### config.mk
export PLATFORM = sky130hd
export DESIGN_NAME = gcode_line_number_checksum_framer_unit
export DESIGN_NICKNAME = d
export VERILOG_FILES = /design/src/hw/rtl/gclf_pkg.sv /design/src/hw/rtl/gclf_front.sv /design/src/hw/rtl/gclf_fifo.sv /design/src/hw/rtl/gclf_back.sv /design/src/hw/rtl/gcode_line_number_checksum_framer_unit.sv
export SDC_FILE = /design/constraint.sdc
export NUM_CORES = 1
export LEC_CHECK = 0
export BUFFER_PORTS_ARGS = -buffer_cell sky130_fd_sc_hd__buf_2
export CAP_MARGIN = 20
export CORE_ASPECT_RATIO = 1.1
export CORE_UTILIZATION = 30
export DETAILED_ROUTE_END_ITERATION = 6
export GPL_ROUTABILITY_DRIVEN = 1
export PLACE_DENSITY_LB_ADDON = 0.25
export SYNTH_ARGS = -nofsm -noshare
export SYNTH_HDL_FRONTEND = slang
export SYNTH_SLANG_ARGS = --single-unit
### constraint.sdc
create_clock -name clk_i -period 8.4 [get_ports clk_i]
set_input_delay 1.68 -clock clk_i [delete_from_list [all_inputs] [get_ports clk_i]]
set_output_delay 1.68 -clock clk_i [all_outputs]
set_load 0.02 [all_outputs]
### src/hw/rtl/gclf_pkg.sv
// gclf_pkg: types and constants shared by the g-code line framer
// no dependencies
package gclf_pkg;

  localparam int unsigned MaxDigits = 10;
  localparam int unsigned MaxLits   = 5;
  localparam int unsigned CfgWidth  = 30;

  localparam logic [7:0] ChN     = 8'h4E;
  localparam logic [7:0] ChM     = 8'h4D;
  localparam logic [7:0] ChG     = 8'h47;
  localparam logic [7:0] ChStar  = 8'h2A;
  localparam logic [7:0] ChLf    = 8'h0A;
  localparam logic [7:0] ChCr    = 8'h0D;
  localparam logic [7:0] ChSemi  = 8'h3B;
  localparam logic [7:0] ChSpace = 8'h20;
  localparam logic [7:0] ChTab   = 8'h09;
  localparam logic [7:0] ChVt    = 8'h0B;
  localparam logic [7:0] ChFf    = 8'h0C;
  localparam logic [7:0] Ch0     = 8'h30;
  localparam logic [7:0] Ch1     = 8'h31;
  localparam logic [7:0] Ch4     = 8'h34;
  localparam logic [7:0] Ch9     = 8'h39;

  // held prefix of M109/M190 substitution
  localparam logic [1:0] MpNone = 2'd0;
  localparam logic [1:0] MpM    = 2'd1;
  localparam logic [1:0] MpM1   = 2'd2;
  localparam logic [1:0] MpM1x  = 2'd3;

  typedef enum logic [1:0] {
    PH_AWAIT,
    PH_KEPT,
    PH_SKIP
  } phase_e;

  typedef enum logic [2:0] {
    BS_IDLE,
    BS_N,
    BS_DIG,
    BS_SP,
    BS_LIT,
    BS_STAR,
    BS_XD,
    BS_NL
  } bstate_e;

  // one unit of output work handed from front to back
  typedef struct packed {
    logic                      hdr;
    logic                      trl;
    logic [4*MaxDigits-1:0]    bcd;
    logic [3:0]                top;
    logic [MaxLits-1:0][7:0]   lit;
    logic [2:0]                nlit;
    logic [7:0]                xr;
  } job_t;

endpackage

### src/hw/rtl/gclf_front.sv
// gclf_front: classifies input bytes, tracks line state, builds jobs
// depends on gclf_pkg
module gclf_front #(
  parameter int unsigned LINE_DIGITS = 9
) (
  input  logic                            clk_i,
  input  logic                            rst_ni,
  input  logic                            acc_i,
  input  logic [7:0]                      byte_i,
  input  logic                            eod_i,
  input  logic                            cfg_we_i,
  input  logic [gclf_pkg::CfgWidth-1:0]   cfg_wdata_i,
  output logic                            push_o,
  output gclf_pkg::job_t                  job_o,
  output logic                            busy_o
);

  localparam int unsigned CW = 4 * LINE_DIGITS;
  localparam int unsigned BW = 4 * gclf_pkg::MaxDigits;

  gclf_pkg::phase_e phase_q, phase_d;
  logic       sp_q, sp_d, cmt_q, cmt_d, nine_q, nine_d;
  logic [1:0] mp_q, mp_d;
  logic [7:0] rx_q, rx_d;
  logic [CW-1:0] ctr_q, ctr_d;

  // binary to bcd load, one shift per cycle
  logic                          busy_q;
  logic [4:0]                    steps_q;
  logic [BW-1:0]                 conv_q, conv_adj, conv_nx;
  logic [gclf_pkg::CfgWidth-1:0] bin_q;

  always_comb begin
    conv_adj = conv_q;
    for (int i = 0; i < gclf_pkg::MaxDigits; i++) begin
      if (conv_q[4*i +: 4] >= 4'd5) conv_adj[4*i +: 4] = conv_q[4*i +: 4] + 4'd3;
    end
    conv_nx = {conv_adj[BW-2:0], bin_q[gclf_pkg::CfgWidth-1]};
  end

  always_ff @(posedge clk_i or negedge rst_ni) begin
    if (!rst_ni) begin
      busy_q  <= 1'b0;
      steps_q <= '0;
    end else if (cfg_we_i) begin
      busy_q  <= 1'b1;
      steps_q <= 5'(gclf_pkg::CfgWidth);
    end else if (busy_q) begin
      steps_q <= steps_q - 5'd1;
      if (steps_q == 5'd1) busy_q <= 1'b0;
    end
  end

  always_ff @(posedge clk_i) begin
    if (cfg_we_i) begin
      conv_q <= '0;
      bin_q  <= cfg_wdata_i;
    end else if (busy_q) begin
      conv_q <= conv_nx;
      bin_q  <= {bin_q[gclf_pkg::CfgWidth-2:0], 1'b0};
    end
  end

  assign busy_o = busy_q;

  // number prefix: highest nonzero digit and xor of its ascii digits
  logic [3:0] top;
  logic [7:0] numx;
  always_comb begin
    top  = '0;
    numx = '0;
    for (int i = 1; i < LINE_DIGITS; i++) begin
      if (ctr_q[4*i +: 4] != 4'd0) top = 4'(i);
    end
    for (int i = 0; i < LINE_DIGITS; i++) begin
      if (4'(i) <= top) numx = numx ^ (gclf_pkg::Ch0 | {4'd0, ctr_q[4*i +: 4]});
    end
  end

  // counter plus one, wraps past all nines
  logic [CW-1:0] ctr_inc;
  always_comb begin
    logic carry;
    carry   = 1'b1;
    ctr_inc = ctr_q;
    for (int i = 0; i < LINE_DIGITS; i++) begin
      if (carry) begin
        ctr_inc[4*i +: 4] = (ctr_q[4*i +: 4] == 4'd9) ? 4'd0 : ctr_q[4*i +: 4] + 4'd1;
      end
      carry = carry && (ctr_q[4*i +: 4] == 4'd9);
    end
  end

  logic is_blank, eol, c_m;
  assign is_blank = (byte_i == gclf_pkg::ChSpace) || (byte_i == gclf_pkg::ChTab) ||
                    (byte_i == gclf_pkg::ChVt) || (byte_i == gclf_pkg::ChFf);
  assign eol = eod_i || (byte_i == gclf_pkg::ChLf);
  assign c_m = (byte_i == gclf_pkg::ChM);

  gclf_pkg::job_t job;
  always_comb begin
    logic [2:0] n;
    logic [7:0] x;
    logic       do_flush, do_match;
    n        = '0;
    x        = rx_q;
    do_flush = 1'b0;
    do_match = 1'b0;
    job      = '0;
    phase_d  = phase_q;
    sp_d     = sp_q;
    cmt_d    = cmt_q;
    mp_d     = mp_q;
    nine_d   = nine_q;
    rx_d     = rx_q;
    ctr_d    = ctr_q;

    if (eol) begin
      if (phase_q == gclf_pkg::PH_KEPT) begin
        do_flush = 1'b1;
        job.trl  = 1'b1;
        ctr_d    = ctr_inc;
      end
    end else if (byte_i == gclf_pkg::ChCr) begin
      // dropped
    end else if (phase_q == gclf_pkg::PH_AWAIT) begin
      if (byte_i == gclf_pkg::ChM || byte_i == gclf_pkg::ChG) begin
        job.hdr = 1'b1;
        x       = gclf_pkg::ChN ^ numx ^ gclf_pkg::ChSpace;
        phase_d = gclf_pkg::PH_KEPT;
        if (c_m) begin
          mp_d = gclf_pkg::MpM;
        end else begin
          job.lit[n] = byte_i; n = n + 3'd1; x = x ^ byte_i;
        end
      end else if (!is_blank) begin
        phase_d = gclf_pkg::PH_SKIP;
      end
    end else if (phase_q == gclf_pkg::PH_KEPT && !cmt_q) begin
      if (is_blank) begin
        do_flush = 1'b1;
        sp_d     = 1'b1;
      end else begin
        if (sp_q) begin
          job.lit[n] = gclf_pkg::ChSpace; n = n + 3'd1; x = x ^ gclf_pkg::ChSpace;
          sp_d = 1'b0;
        end
        if (byte_i == gclf_pkg::ChSemi) begin
          do_flush = 1'b1;
          cmt_d    = 1'b1;
        end else begin
          do_match = 1'b1;
        end
      end
    end

    if (do_match) begin
      if (mp_q == gclf_pkg::MpM && byte_i == gclf_pkg::Ch1) begin
        mp_d = gclf_pkg::MpM1;
      end else if (mp_q == gclf_pkg::MpM1 &&
                   (byte_i == gclf_pkg::Ch0 || byte_i == gclf_pkg::Ch9)) begin
        mp_d   = gclf_pkg::MpM1x;
        nine_d = (byte_i == gclf_pkg::Ch9);
      end else if (mp_q == gclf_pkg::MpM1x &&
                   ((!nine_q && byte_i == gclf_pkg::Ch9) ||
                    (nine_q && byte_i == gclf_pkg::Ch0))) begin
        // M109 -> M104, M190 -> M140
        job.lit[n] = gclf_pkg::ChM; n = n + 3'd1; x = x ^ gclf_pkg::ChM;
        job.lit[n] = gclf_pkg::Ch1; n = n + 3'd1; x = x ^ gclf_pkg::Ch1;
        job.lit[n] = nine_q ? gclf_pkg::Ch4 : gclf_pkg::Ch0; n = n + 3'd1;
        x = x ^ (nine_q ? gclf_pkg::Ch4 : gclf_pkg::Ch0);
        job.lit[n] = nine_q ? gclf_pkg::Ch0 : gclf_pkg::Ch4; n = n + 3'd1;
        x = x ^ (nine_q ? gclf_pkg::Ch0 : gclf_pkg::Ch4);
        mp_d   = gclf_pkg::MpNone;
        nine_d = 1'b0;
      end else begin
        do_flush = 1'b1;
      end
    end

    if (do_flush) begin
      if (mp_q != gclf_pkg::MpNone) begin
        job.lit[n] = gclf_pkg::ChM; n = n + 3'd1; x = x ^ gclf_pkg::ChM;
      end
      if (mp_q == gclf_pkg::MpM1 || mp_q == gclf_pkg::MpM1x) begin
        job.lit[n] = gclf_pkg::Ch1; n = n + 3'd1; x = x ^ gclf_pkg::Ch1;
      end
      if (mp_q == gclf_pkg::MpM1x) begin
        job.lit[n] = nine_q ? gclf_pkg::Ch9 : gclf_pkg::Ch0; n = n + 3'd1;
        x = x ^ (nine_q ? gclf_pkg::Ch9 : gclf_pkg::Ch0);
      end
      mp_d   = gclf_pkg::MpNone;
      nine_d = 1'b0;
      if (do_match) begin
        if (c_m) begin
          mp_d = gclf_pkg::MpM;
        end else begin
          job.lit[n] = byte_i; n = n + 3'd1; x = x ^ byte_i;
        end
      end
    end

    // a ten digit number fills the 12 word burst, the first line byte is not sent
    job.nlit = (job.hdr && top == 4'd9) ? 3'd0 : n;
    job.xr   = x;
    job.bcd  = BW'(ctr_q);
    job.top  = top;
    rx_d     = x;

    if (eol) begin
      phase_d = gclf_pkg::PH_AWAIT;
      sp_d    = 1'b0;
      cmt_d   = 1'b0;
      mp_d    = gclf_pkg::MpNone;
      nine_d  = 1'b0;
      rx_d    = '0;
    end
  end

  assign job_o  = job;
  assign push_o = acc_i && (job.hdr || job.trl || (job.nlit != 3'd0));

  always_ff @(posedge clk_i or negedge rst_ni) begin
    if (!rst_ni) begin
      phase_q <= gclf_pkg::PH_AWAIT;
      sp_q    <= 1'b0;
      cmt_q   <= 1'b0;
      mp_q    <= gclf_pkg::MpNone;
      nine_q  <= 1'b0;
      rx_q    <= '0;
      ctr_q   <= '0;
    end else begin
      if (acc_i) begin
        phase_q <= phase_d;
        sp_q    <= sp_d;
        cmt_q   <= cmt_d;
        mp_q    <= mp_d;
        nine_q  <= nine_d;
        rx_q    <= rx_d;
      end
      if (busy_q && steps_q == 5'd1) begin
        ctr_q <= conv_nx[CW-1:0];
      end else if (acc_i) begin
        ctr_q <= ctr_d;
      end
    end
  end

endmodule

### src/hw/rtl/gclf_fifo.sv
// gclf_fifo: short job queue between front and back
// depends on gclf_pkg
module gclf_fifo #(
  parameter int unsigned DEPTH = 4
) (
  input  logic           clk_i,
  input  logic           rst_ni,
  input  logic           push_i,
  input  gclf_pkg::job_t data_i,
  input  logic           pop_i,
  output gclf_pkg::job_t data_o,
  output logic           full_o,
  output logic           empty_o
);

  localparam int unsigned AW = (DEPTH > 1) ? $clog2(DEPTH) : 1;

  gclf_pkg::job_t    mem_q [DEPTH];
  logic [AW-1:0]     wp_q, rp_q;
  logic [AW:0]       cnt_q;

  assign full_o  = (cnt_q == (AW+1)'(DEPTH));
  assign empty_o = (cnt_q == '0);
  assign data_o  = mem_q[rp_q];

  always_ff @(posedge clk_i) begin
    if (push_i && !full_o) mem_q[wp_q] <= data_i;
  end

  always_ff @(posedge clk_i or negedge rst_ni) begin
    if (!rst_ni) begin
      wp_q  <= '0;
      rp_q  <= '0;
      cnt_q <= '0;
    end else begin
      if (push_i && !full_o) wp_q <= (wp_q == AW'(DEPTH-1)) ? '0 : wp_q + 1'b1;
      if (pop_i && !empty_o) rp_q <= (rp_q == AW'(DEPTH-1)) ? '0 : rp_q + 1'b1;
      cnt_q <= cnt_q + (AW+1)'(push_i && !full_o) - (AW+1)'(pop_i && !empty_o);
    end
  end

endmodule

### src/hw/rtl/gclf_back.sv
// gclf_back: expands jobs into framed output words
// depends on gclf_pkg
module gclf_back (
  input  logic           clk_i,
  input  logic           rst_ni,
  input  gclf_pkg::job_t job_i,
  input  logic           empty_i,
  output logic           pop_o,
  output logic           valid_o,
  input  logic           ready_i,
  output logic [7:0]     byte_o,
  output logic           last_o
);

  gclf_pkg::bstate_e st_q, st_d;
  gclf_pkg::job_t    cur_q, cur_d;
  logic [3:0] dig_q, dig_d;
  logic [2:0] li_q, li_d;
  logic [1:0] xd_q, xd_d;
  logic       ov_q, ov_d, ol_q, ol_d;
  logic [7:0] ob_q, ob_d;

  // decimal digits of the checksum
  logic [1:0] hun;
  logic [6:0] rem;
  logic [3:0] ten, one;
  logic [14:0] prod;
  always_comb begin
    hun  = (cur_q.xr >= 8'd200) ? 2'd2 : (cur_q.xr >= 8'd100) ? 2'd1 : 2'd0;
    rem  = 7'(cur_q.xr - 8'(hun) * 8'd100);
    prod = 15'(rem) * 15'd205;
    ten  = 4'(prod >> 11);
    one  = 4'(rem - 7'(ten) * 7'd10);
  end

  function automatic gclf_pkg::bstate_e after_lits(input gclf_pkg::job_t j);
    return j.trl ? gclf_pkg::BS_STAR : gclf_pkg::BS_IDLE;
  endfunction

  logic adv;
  assign adv = !ov_q || ready_i;

  always_comb begin
    logic [7:0] b;
    b     = '0;
    st_d  = st_q;
    cur_d = cur_q;
    dig_d = dig_q;
    li_d  = li_q;
    xd_d  = xd_q;
    ov_d  = ov_q && !ready_i;
    ob_d  = ob_q;
    ol_d  = ol_q;
    pop_o = 1'b0;
    unique case (st_q)
      gclf_pkg::BS_IDLE: begin
        if (!empty_i) begin
          pop_o = 1'b1;
          cur_d = job_i;
          dig_d = job_i.top;
          li_d  = '0;
          xd_d  = (job_i.xr >= 8'd100) ? 2'd0 : (job_i.xr >= 8'd10) ? 2'd1 : 2'd2;
          if (job_i.hdr)                 st_d = gclf_pkg::BS_N;
          else if (job_i.nlit != 3'd0)   st_d = gclf_pkg::BS_LIT;
          else                           st_d = after_lits(job_i);
        end
      end
      gclf_pkg::BS_N: begin
        b    = gclf_pkg::ChN;
        st_d = gclf_pkg::BS_DIG;
      end
      gclf_pkg::BS_DIG: begin
        b = gclf_pkg::Ch0 | {4'd0, cur_q.bcd[{dig_q, 2'b00} +: 4]};
        if (dig_q == 4'd0) st_d = gclf_pkg::BS_SP;
        else               dig_d = dig_q - 4'd1;
      end
      gclf_pkg::BS_SP: begin
        b    = gclf_pkg::ChSpace;
        st_d = (cur_q.nlit != 3'd0) ? gclf_pkg::BS_LIT : after_lits(cur_q);
      end
      gclf_pkg::BS_LIT: begin
        b = cur_q.lit[li_q];
        if (li_q + 3'd1 < cur_q.nlit) li_d = li_q + 3'd1;
        else                          st_d = after_lits(cur_q);
      end
      gclf_pkg::BS_STAR: begin
        b    = gclf_pkg::ChStar;
        st_d = gclf_pkg::BS_XD;
      end
      gclf_pkg::BS_XD: begin
        unique case (xd_q)
          2'd0:    b = gclf_pkg::Ch0 | {6'd0, hun};
          2'd1:    b = gclf_pkg::Ch0 | {4'd0, ten};
          default: b = gclf_pkg::Ch0 | {4'd0, one};
        endcase
        if (xd_q >= 2'd2) st_d = gclf_pkg::BS_NL;
        else              xd_d = xd_q + 2'd1;
      end
      gclf_pkg::BS_NL: begin
        b    = gclf_pkg::ChLf;
        st_d = gclf_pkg::BS_IDLE;
      end
      default: st_d = gclf_pkg::BS_IDLE;
    endcase
    // emitting states only move when the output register is free
    if (st_q != gclf_pkg::BS_IDLE) begin
      if (adv) begin
        ov_d = 1'b1;
        ob_d = b;
        ol_d = (st_d == gclf_pkg::BS_IDLE);
      end else begin
        st_d  = st_q;
        dig_d = dig_q;
        li_d  = li_q;
        xd_d  = xd_q;
      end
    end
  end

  always_ff @(posedge clk_i or negedge rst_ni) begin
    if (!rst_ni) begin
      st_q <= gclf_pkg::BS_IDLE;
      ov_q <= 1'b0;
    end else begin
      st_q <= st_d;
      ov_q <= ov_d;
    end
  end

  always_ff @(posedge clk_i) begin
    cur_q <= cur_d;
    dig_q <= dig_d;
    li_q  <= li_d;
    xd_q  <= xd_d;
    ob_q  <= ob_d;
    ol_q  <= ol_d;
  end

  assign valid_o = ov_q;
  assign byte_o  = ob_q;
  assign last_o  = ol_q;

endmodule

### src/hw/rtl/gcode_line_number_checksum_framer_unit.sv
// gcode_line_number_checksum_framer_unit: top level of the g-code line framer
// depends on gclf_pkg, gclf_front, gclf_fifo, gclf_back
//
// channel   dir  contents
// s_axis    in   tdata = data_byte, tuser = end_of_data
// m_axis    out  tdata = out_byte, tlast = last_of_run
// cfg       in   cfg_wdata_i = start_line_number
//
// a byte is taken each cycle while the job queue has room and no counter
// load runs; the back end sends one word per cycle while the output is not
// stalled, after loading each job in its idle state, up to 12 words for a line start and 8 for a line end.
// a start value write runs a binary to bcd load, input held off.
// reset clears line state and sets the line counter to zero.
module gcode_line_number_checksum_framer_unit #(
  parameter int unsigned LINE_DIGITS = 9
) (
  input  logic                          clk_i,
  input  logic                          rst_ni,
  input  logic                          s_axis_tvalid,
  output logic                          s_axis_tready,
  input  logic [7:0]                    s_axis_tdata,   // [7:0] data_byte
  input  logic                          s_axis_tuser,   // [0] end_of_data
  output logic                          m_axis_tvalid,
  input  logic                          m_axis_tready,
  output logic [7:0]                    m_axis_tdata,   // [7:0] out_byte
  output logic                          m_axis_tlast,
  input  logic                          cfg_we_i,
  input  logic [gclf_pkg::CfgWidth-1:0] cfg_wdata_i
);

  logic           acc, push, pop, full, empty, busy;
  gclf_pkg::job_t job_in, job_out;

  assign s_axis_tready = !busy && !full;
  assign acc           = s_axis_tvalid && s_axis_tready;

  gclf_front #(.LINE_DIGITS(LINE_DIGITS)) u_front (
    .clk_i, .rst_ni,
    .acc_i       (acc),
    .byte_i      (s_axis_tdata),
    .eod_i       (s_axis_tuser),
    .cfg_we_i,
    .cfg_wdata_i,
    .push_o      (push),
    .job_o       (job_in),
    .busy_o      (busy)
  );

  gclf_fifo #(.DEPTH(4)) u_fifo (
    .clk_i, .rst_ni,
    .push_i  (push),
    .data_i  (job_in),
    .pop_i   (pop),
    .data_o  (job_out),
    .full_o  (full),
    .empty_o (empty)
  );

  gclf_back u_back (
    .clk_i, .rst_ni,
    .job_i   (job_out),
    .empty_i (empty),
    .pop_o   (pop),
    .valid_o (m_axis_tvalid),
    .ready_i (m_axis_tready),
    .byte_o  (m_axis_tdata),
    .last_o  (m_axis_tlast)
  );

  a_busy_no_accept: assert property (@(posedge clk_i) disable iff (!rst_ni)
    busy |-> !s_axis_tready) else $error("input taken during counter load");

  a_no_overflow: assert property (@(posedge clk_i) disable iff (!rst_ni)
    !(push && full)) else $error("job queue overflow");

  a_load_after_write: assert property (@(posedge clk_i) disable iff (!rst_ni)
    $rose(busy) |-> $past(cfg_we_i)) else $error("counter load without write");

endmodule
==> results of run 1 <==
registers in the layout, indices dropped and copies added (netlist names):
register / count
u_front.sp_q: 1
u_back.cur_q: 88
u_front.phase_q: 2
u_back.li_q: 3
u_front.cmt_q: 1
u_fifo.cnt_q: 3
u_fifo.rp_q: 2
u_front.nine_q: 1
u_fifo.wp_q: 2
u_front.conv_q: 36
u_front.ctr_q: 36
u_back.valid_o: 1
u_fifo.mem_q: 372
u_back.st_q: 3
u_front.rx_q: 8
u_front.steps_q: 5
u_front.busy_o: 1
u_back.xd_q: 2
u_front.bin_q: 30
u_front.mp_q: 2
u_back.byte_o: 8
u_back.dig_q: 4
u_back.last_o: 1
power by group through the flow:
stage	logic, mW	clock network [mW]	registers (mW)
finish	3.81	2.96	3.85
global route	4.38	3.17	3.89
CTS	3.92	3.06	3.86
floorplan	3.08	0	3.75
detailed placement	3.91	0	3.92
global placement	3.84	0	3.91
through the flow:
step           instance area [um^2]  instances  hold WS, ns  total power, mW
2_1_floorplan                 28600       1987        0.451             6.83
3_3_place_gp                  30200       3218        0.481             7.75
3_5_place_dp                  30200       3218        0.491             7.83
4_1_cts                       32500       3337        0.507             10.8
5_1_grt                       32500       3338        0.541             11.4
6_report                      32500       3338        0.502             10.6
cells in the final DEF (no fill, tap or decap), drive strengths merged, types with 7 or more instances in the layout:
| master | instances |
|---|---|
| fa | 11 |
| nand2 | 116 |
| nor3b | 30 |
| o22ai | 10 |
| mux4 | 109 |
| ha | 78 |
| buf | 82 |
| a41oi | 9 |
| a211oi | 25 |
| clkinv | 32 |
| nor2 | 104 |
| dfrtp | 68 |
| inv | 90 |
| a21o | 8 |
| a21oi | 90 |
| bufinv | 7 |
| nand3 | 21 |
| nor4 | 21 |
| xnor2 | 72 |
| edfxtp | 508 |
| and2 | 20 |
| a31oi | 9 |
| a22oi | 7 |
| or2 | 7 |
| xor2 | 18 |
| mux2i | 36 |
| and3 | 9 |
| nand4 | 10 |
| nand2b | 22 |
| o21ai | 103 |
| dfxtp | 36 |
| nor3 | 36 |
| a32o | 7 |
| a221oi | 13 |
| clkbuf | 75 |
| nand3b | 7 |
| mux2 | 34 |
| or3 | 7 |
| nor2b | 20 |
logic make-up (layout without fill, tap and decap cells):
kind of cell	after synthesis	after routing	synth area share, %
AOI/OAI and AO/OA	362	362	8.54
muxes	179	179	11.2
adders and majority gates	89	89	4.19
buffers and inverters	200	291	2.79
and+or+nand+nor	453	453	8.44
DFF	612	612	61.9
xor gates and xnor gates	92	92	2.94
routing by layer:
layer  wire [um]  track usage (%)  vias up
li1            -                -     7744
met1       30400             18.8     8575
met2       32100             23.0      384
met3        3160             2.64      113
met4        1550             4.22        0
met5           0                0        -
cell type report:
cell class / count / area, um^2 / area share [%]
Timing Repair Buffer: 83 / 546 / 1.68
Clock buffer: 75 / 1750 / 5.39
Sequential cell: 612 / 17700 / 54.5
Clock inverter: 44 / 469 / 1.45
Inverter: 89 / 335 / 1.03
Multi-Input combinational cell: 1175 / 10100 / 31.1
Tap cell: 1260 / 1580 / 4.86
worst max-delay path, cell delays in order, from the launching register on:
cell	delay, ns
edfxtp_1	0.42
or3_1	0.41
a32o_1	0.30
ha_1	0.25
fa_1	0.43
nand2b_1	0.09
a21oi_1	0.07
xnor2_1	0.36
ha_1	0.22
inv_1	0.05
fa_1	0.49
inv_1	0.04
ha_1	0.31
fa_1	0.43
ha_1	0.30
a2111oi_0	0.54
a21oi_1	0.27
xor2_1	0.22
ha_1	0.25
fa_1	0.38
xnor2_1	0.17
xnor3_1	0.25
nor4b_1	0.16
mux2i_1	0.13
o311ai_0	0.12
path summary, 6_finish.rpt:
| path | slack, ns | endpoint | cells after the start |
|---|---|---|---|
| min in group asynchronous | 0.96 | u_front.ctr_q[25] | 1 |
| worst max-delay path | 1.49 | u_back.byte_o[3] | 24 |
| worst min register to register | 0.50 | u_front.conv_q[3] | 2 |
| worst min-delay path | 0.50 | u_front.conv_q[3] | 2 |
| max in group asynchronous | 6.29 | u_fifo.rp_q[0] | 2 |
| worst max register to register | 1.49 | u_back.byte_o[3] | 24 |
==> impl_metrics.ini, run 1 <==
[synth]
synth_cell_types = 99
yosys-top-cells-area = edfxtp_1, mux4_2, dfrtp_1
postSynthAreaPerCell_um2 = 14.4
syn-instance-count = 1987
synth.ff_latch_count = 612
synth_sequential_area_ratio_pct = 61.9
yosysMostFrequentCell = edfxtp_1
yosysWarningCount = 0
synth_top_cell_area_share_pct = 53.4
synth.largest_area_cell = edfxtp_1
synthArstFlopShare_pct = 11.1
post_synth_instance_area_um2 = 28600
synthTopCellsByCount = edfxtp_1, nand2_1, mux4_2
synth_edf_count = 508
ys_dominant_reg_cell = edfxtp_1
synthesis.nets = 2120

[finish]
layout-drive-gt1-share_pct = 17.8
post_synthesis_to_final_layout_area_growth_pct = 13.7
antenna_cells = 0
fin_nets = 2163
num-fill-cells = 9138
final_core_utilization_pct = 34.5

[sta]
final_period_minus_worst_setup_slack_ns = 6.91
timing.setup.tns_ns = 0
report.final.hold_viol_count = 0
timing.slew.headroom_pct = 32.5
worst_pin_slew_ns = 1.01
maxClockFrequency_mhz = 145
final.setup.worst_slack_ns = 1.49
setup_violations = 0
rsz0062_at_grt = false
final.period_utilization_pct = 82.3
maximum_clock_skew_at_final_layout_ns = 0.0144
drv_slew = 0

[grt]
global_route.overflow_total = 0
grt_max_degree = 94
global_route.usage.total_pct = 14.1
grt_antenna_before_repair = 0
grt_pass1_wl_um = 104000
grt_pass1_vias = 17200

[die]
die_x_um = 296
io-pin-count = 55
rows = 118
core_region_area_um2 = 94200
start_util_pct = 30.3
fp.dieArea_um2 = 96400
die_height_um = 326

[clocking]
cts_resized = 0
cts_inserted_buffers = 69
postCtsSetupBuffers = 0
root_buffer = clkbuf_16
clockBufferDepth = 3
clock_insertion_delay_worst_skew_ns = 0.61
cts_htree_levels = 3
ctsHoldBuffers = 0
clkSlewWorstSetupHoldPaths_ns = 0.06
clock_sinks = 612
cts_tree = done

[power]
switching_power_mw = 3.47
internal_power_mw = 7.14
vdd_ir_drop_max_uv = 550
p_leak_nw = 10.9
power_frac_seq_pct = 36.2
sw_frac_of_total_pct = 32.7
power.density_cell_area_nw_per_um2 = 327
power.clock.fraction_pct = 27.9
combinational_power_share_pct = 35.9

[detailed_routing]
via_count = 16800
ant_nets = 0
first_iter_violations = 1220
drt-pass1-iter-count = 5
wl_per_cell_um = 20.1
routed_wirelength_um = 67300
remaining_drc_errors = 0
routed_via_density = 5.04

[placement]
dp.final_hpwl_um = 45100
io_buffers = 54
detailedPlace.worstSlack_ns = 0.892
globalplace.congestion = 0.935

[worst_setup_path]
startpoint_of_the_worst_register_to_register_path = u_back.cur_q[3]
worst_setup_path_end_kind = flip-flop
setup.worst_path.start = u_back.cur_q[3]
startpoint_type = flip-flop
worst_ep_required_time_ns = 8.74
cp.arrival_ns = 7.25
critical_path_maximum_fanout = 4
worst_setup_path_category = reg2reg

[run]
timing.max_cap.violations = 0

[outcome]
status = finished clean

[min_path]
min_path_type = reg2reg
holdCritStartpoint = u_front.conv_q[3]
Power figures use the tool's default switching activity.
==> inputs of run 2 (changes only) <==
clock period = 6.5 ns   (was 8.4 ns; I/O delays follow)
==> impl_metrics.ini, run 2 (synthesis results as in run 1) <==
[detailed_routing]
drt-pass1-iter-count = 5
routed_via_density = 4.98
routed_wirelength_um = 67200
via_count = 16900
remaining_drc_errors = 0
wl_per_cell_um = 19.8
ant_nets = 0
first_iter_violations = 1162

[die]
die_height_um = 326
rows = 118
start_util_pct = 30.3
core_region_area_um2 = 94200
fp.dieArea_um2 = 96400
die_x_um = 296
io-pin-count = 55

[sta]
worst_pin_slew_ns = 1.05
final_period_minus_worst_setup_slack_ns = 6.25
maxClockFrequency_mhz = 160
final.setup.worst_slack_ns = 0.250
rsz0062_at_grt = true
drv_slew = 0
report.final.hold_viol_count = 0
final.period_utilization_pct = 96.2
timing.slew.headroom_pct = 29.4
setup_violations = 0
maximum_clock_skew_at_final_layout_ns = 0.0318

[clocking]
root_buffer = clkbuf_16
clock_insertion_delay_worst_skew_ns = 0.63
clkSlewWorstSetupHoldPaths_ns = 0.06
cts_tree = done
clock_sinks = 612
cts_inserted_buffers = 71
ctsHoldBuffers = 0
clockBufferDepth = 3
cts_htree_levels = 3

[grt]
global_route.usage.total_pct = 14.1
global_route.overflow_total = 0
grt_pass1_vias = 17800
grt_pass1_wl_um = 104000
grt_max_degree = 63
grt_antenna_before_repair = 0

[finish]
post_synthesis_to_final_layout_area_growth_pct = 15.7
fin_cells = 3397
registers.top_by_ff_count = u_fifo.mem_q
largestRegisters = u_fifo.mem_q: 372 flops, u_back.cur_q: 88 flops
antenna_cells = 0
num-fill-cells = 9227
final_core_utilization_pct = 35.1
largest_register_ff_count = 372
layout-drive-gt1-share_pct = 20.8
layout.cells.most_common = edfxtp_1
fin_nets = 2214
most-common-layout-cells = edfxtp_1, nand2_1, mux4_2

[power]
internal_power_mw = 10.3
p_leak_nw = 11.2
combinational_power_share_pct = 43.3
power.clock.fraction_pct = 24.6
power.density_cell_area_nw_per_um2 = 464
power_frac_seq_pct = 32.2
vdd_ir_drop_max_uv = 738
sw_frac_of_total_pct = 33.0
switching_power_mw = 5.07

[worst_setup_path]
worst_setup_path_end_kind = flip-flop
worst_ep_required_time_ns = 6.83
cp.arrival_ns = 6.58
startpoint_type = flip-flop
worst_setup_path_category = reg2reg
critical_path_maximum_fanout = 3

[placement]
dp.final_hpwl_um = 44700
dpl.cell_count = 3265
io_buffers = 54
detailedPlace.worstSlack_ns = -0.240
globalplace.congestion = 0.818

[outcome]
status = finished clean

[min_path]
min_path_type = reg2reg

[run]
timing.max_cap.violations = 0
==> run 2: worst max-delay path, stage by stage (launching register included) <==
cell,delay [ns]
edfxtp_1,0.39
or3_4,0.40
a32o_2,0.28
ha_4,0.17
fa_2,0.37
nand2b_4,0.09
a21oi_4,0.06
xnor2_2,0.19
ha_2,0.30
ha_1,0.27
inv_1,0.05
fa_1,0.50
inv_1,0.05
fa_1,0.47
ha_1,0.28
o211a_1,0.13
o211ai_1,0.13
a21oi_2,0.31
xor2_2,0.13
ha_2,0.20
fa_2,0.40
xnor2_2,0.16
xnor3_1,0.23
nor4b_1,0.15
mux2i_1,0.13
o311ai_1,0.12
==> run 2: timing repair <==
item / in CTS / in global routing
endpoints found under the setup margin: 1 / 1
pin swaps: 1 / 13
buffers inserted: 0 / 4
resized for setup: 6 / 27
hold endpoints to repair: 0 / 0
==> run 2: worst paths after layout <==
check	cells after the start	slack, ns	endpoint	startpoint
max	25	0.25	u_back.byte_o[3]	u_back.cur_q[3]
min	2	0.50	u_front.conv_q[19]	u_front.conv_q[19]
max reg2reg	25	0.25	u_back.byte_o[3]	u_back.cur_q[3]
min reg2reg	2	0.50	u_front.conv_q[19]	u_front.conv_q[19]
max in group asynchronous	2	4.73	u_fifo.rp_q[0]	rst_ni
min in group asynchronous	1	0.60	u_front.ctr_q[12]	rst_ni
==> run 2: stage by stage <==
step | hold WS, ns | TNS [ns] | area [um^2] | power, mW
5_1_grt | 0.526 | -0.0544 | 33000 | 16.5
6_report | 0.502 | 0 | 33000 | 15.3
4_1_cts | 0.499 | 0 | 32900 | 14.9
3_3_place_gp | 0.480 | -0.0530 | 30600 | 10.8
2_1_floorplan | 0.451 | 0 | 28600 | 8.83
3_5_place_dp | 0.490 | -0.240 | 30600 | 10.8
==> run 2: cell type report <==
type / count / area, um^2 / share of cell area, %
Clock buffer: 95 / 1940 / 5.87
Clock inverter: 34 / 254 / 0.769
Inverter: 89 / 335 / 1.01
Multi-Input combinational cell: 1175 / 10300 / 31.1
Sequential cell: 612 / 17700 / 53.5
Tap cell: 1260 / 1580 / 4.77
Timing Repair Buffer: 132 / 971 / 2.94
==> run 2: power by group through the flow <==
| stage | clock network [mW] | logic, mW | registers [mW] |
|---|---|---|---|
| finish | 3.77 | 6.64 | 4.94 |
| global route | 4.03 | 7.46 | 4.98 |
| CTS | 3.88 | 6.11 | 4.95 |
| detailed placement | 0 | 5.80 | 5.03 |
| global placement | 0 | 5.75 | 5.02 |
| floorplan | 0 | 3.98 | 4.85 |
==> run 2: per-layer routing <==
| metal | global-route usage [%] | wire length, um |
|---|---|---|
| met5 | 0 | 0 |
| met1 | 17.7 | 28900 |
| met2 | 24.6 | 34400 |
| met4 | 3.97 | 1500 |
| met3 | 2.35 | 2450 |
==> inputs of run 3 (changes only) <==
CORE_MARGIN = 1.5   (was default)
SYNTH_HIERARCHICAL = 1   (was default)
==> impl_metrics.ini, run 3 <==
[outcome]
status = complete, but fails checks
violations = design-rule violations

[synth]
synth_edf_count = 528
yosys-top-cells-area = edfxtp_1, mux4_2, dfrtp_1
syn-instance-count = 2040
synth.ff_latch_count = 632
synth_sequential_area_ratio_pct = 61.9
synth.largest_area_cell = edfxtp_1
post_synth_instance_area_um2 = 29500
synth_cell_types = 108
synthArstFlopShare_pct = 10.8
synth_top_cell_area_share_pct = 53.7
postSynthAreaPerCell_um2 = 14.5
yosysWarningCount = 6
synthTopCellsByCount = edfxtp_1, mux4_2, nand2_1
yosysMostFrequentCell = edfxtp_1
ys_dominant_reg_cell = edfxtp_1

[placement]
dp.final_hpwl_um = 46400
globalplace.congestion = 0.853
io_buffers = 54

[grt]
grt_max_degree = 74
global_route.usage.total_pct = 13.8
grt_pass1_wl_um = 107000
grt_pass1_vias = 17900
global_route.overflow_total = 0
grt_antenna_before_repair = 3

[die]
fp.dieArea_um2 = 100000
start_util_pct = 30.3
io-pin-count = 55
die_height_um = 332
die_x_um = 302
rows = 120
core_region_area_um2 = 97400

[power]
power.density_cell_area_nw_per_um2 = 320
p_leak_nw = 11.5
vdd_ir_drop_max_uv = 191

[worst_setup_path]
worst_setup_path_end_kind = flip-flop
cp.arrival_ns = 6.66
worst_ep_required_time_ns = 6.86
critical_path_maximum_fanout = 3
startpoint_type = flip-flop
worst_setup_path_category = reg2reg

[clocking]
ctsHoldBuffers = 0
clockBufferDepth = 3
cts_htree_levels = 3
cts_inserted_buffers = 70
cts_tree = done
clock_sinks = 632
clock_insertion_delay_worst_skew_ns = 0.62
clkSlewWorstSetupHoldPaths_ns = 0.06
root_buffer = clkbuf_16

[finish]
fin_nets = 2258
most-common-layout-cells = edfxtp_1, mux4_2, nand2_1
layout.cells.most_common = edfxtp_1
post_synthesis_to_final_layout_area_growth_pct = 15.3
registers.top_by_ff_count = u_fifo/mem_q
largest_register_ff_count = 388
final_core_utilization_pct = 34.9
largestRegisters = u_fifo/mem_q: 388 flops, u_back/cur_q: 92 flops
layout-drive-gt1-share_pct = 20.3

[sta]
report.final.hold_viol_count = 0
worst_pin_slew_ns = 0.967
final_period_minus_worst_setup_slack_ns = 6.31
timing.slew.headroom_pct = 35.4
maximum_clock_skew_at_final_layout_ns = 0.0258
rsz0062_at_grt = true
whs_ns = 0.495
setup_violations = 0
final.period_utilization_pct = 97.0
maxClockFrequency_mhz = 159
timing.setup.tns_ns = 0
drv_slew = 0

[detailed_routing]
remaining_drc_errors = 2
routed_wirelength_um = 69100
routed_via_density = 4.99
via_count = 17300
ant_nets = 0
first_iter_violations = 1274
drt-pass1-iter-count = 7
wl_per_cell_um = 20.0

[min_path]
min_path_type = reg2reg

[run]
timing.max_cap.violations = 0
## run 3: changes by cell type in the layout (fill, tap and decap cells not counted), moves of 8 or more
cell	before	now
buf_4	70	56
nand2b_1	21	33
a41oi_1	9	1
o21ai_0	100	87
nand3_1	20	28
edfxtp_1	508	528
inv_1	83	71
clkinv_1	12	22
o21ai_1	3	15
## run 3: timing repair
item,4_1_cts,5_1_grt
gates cloned,0,0
pin swaps,4,21
endpoints found under the setup margin,1,1
gates resized for setup,5,18
hold endpoints to repair,0,0
buffers inserted,0,2
## run 3: kinds of logic (layout without fill, tap and decap cells)
kind of cell	Yosys count	count (layout)	synth area share (%)
muxes	191	191	11.5
buffers and inverters	196	335	2.96
xor gates and xnor gates	89	89	2.71
AOI/OAI and AO/OA	371	371	8.24
DFF	632	632	61.9
and+or+nand+nor	471	471	8.64
other	1	6	0.0127
adders and majority gates	89	89	4.05
## run 3: worst paths after layout
| check | startpoint | end | slack [ns] | cells past startpoint |
|---|---|---|---|---|
| min | u_front/conv_q[33] | u_front/conv_q[33] | 0.50 | 2 |
| max reg2reg | u_back/cur_q[5] | u_back/byte_o[3] | 0.19 | 25 |
| max in group asynchronous | rst_ni | u_fifo/rp_q[1] | 5.30 | 2 |
| max | u_back/cur_q[5] | u_back/byte_o[3] | 0.19 | 25 |
| min in group asynchronous | rst_ni | u_back/st_q[0] | 0.56 | 1 |
| min reg2reg | u_front/conv_q[33] | u_front/conv_q[33] | 0.50 | 2 |
## run 3: worst max-delay path: stages, from the launching register on
cell and delay, ns:
edfxtp_1 0.38, or3_4 0.40, nand2_2 0.06, a32o_2 0.18, ha_4 0.15, inv_2 0.04
fa_2 0.39, o21a_1 0.19, nor2_1 0.13, xnor2_1 0.17, ha_2 0.33, ha_4 0.22
fa_1 0.49, inv_2 0.04, fa_1 0.49, inv_2 0.05, ha_4 0.26, nand3_2 0.07
a22oi_2 0.25, mux2i_1 0.11, a211o_2 0.36, ha_4 0.18, fa_2 0.37, xnor2_2 0.18
xnor3_1 0.23, a311o_1 0.33
## run 3: layout make-up
class	count	area, um^2
clock buffers	90	1920
flip-flops and latches	632	18300
diodes	2	5.00
well taps	1281	1600
fillers	9217	63400
clock inverters	39	355
repair buffers	125	1010
inverters	81	309
multi-input cells	1215	10600
## run 3: through the flow
step           instance area (um^2)  total power [mW]  std cells  setup WS, ns
4_1_cts                       33900              10.9       3459       0.00549
6_report                      34000              10.9       3465         0.195
3_5_place_dp                  31600              6.91       3330        -0.170
3_3_place_gp                  31600              6.85       3329        0.0310
5_1_grt                       34000              11.4       3463       -0.0474
2_1_floorplan                 29600              6.35       2043        0.0113
## run 3: routing by layer
metal,global-route usage (%),vias to the layer above,part of all wire [%]
met5,0,-,0.017
met4,4.76,2,2.8
met3,1.90,119,4.0
met2,22.6,384,48
met1,18.8,8720,45
li1,-,8055,-
## run 3: power by group
group          internal, mW  switching (mW)  total, mW
Clock                  2.33            1.57       3.90
Sequential             4.58           0.190       4.77
Combinational          1.07            1.14       2.21
Total                  7.98            2.90       10.9
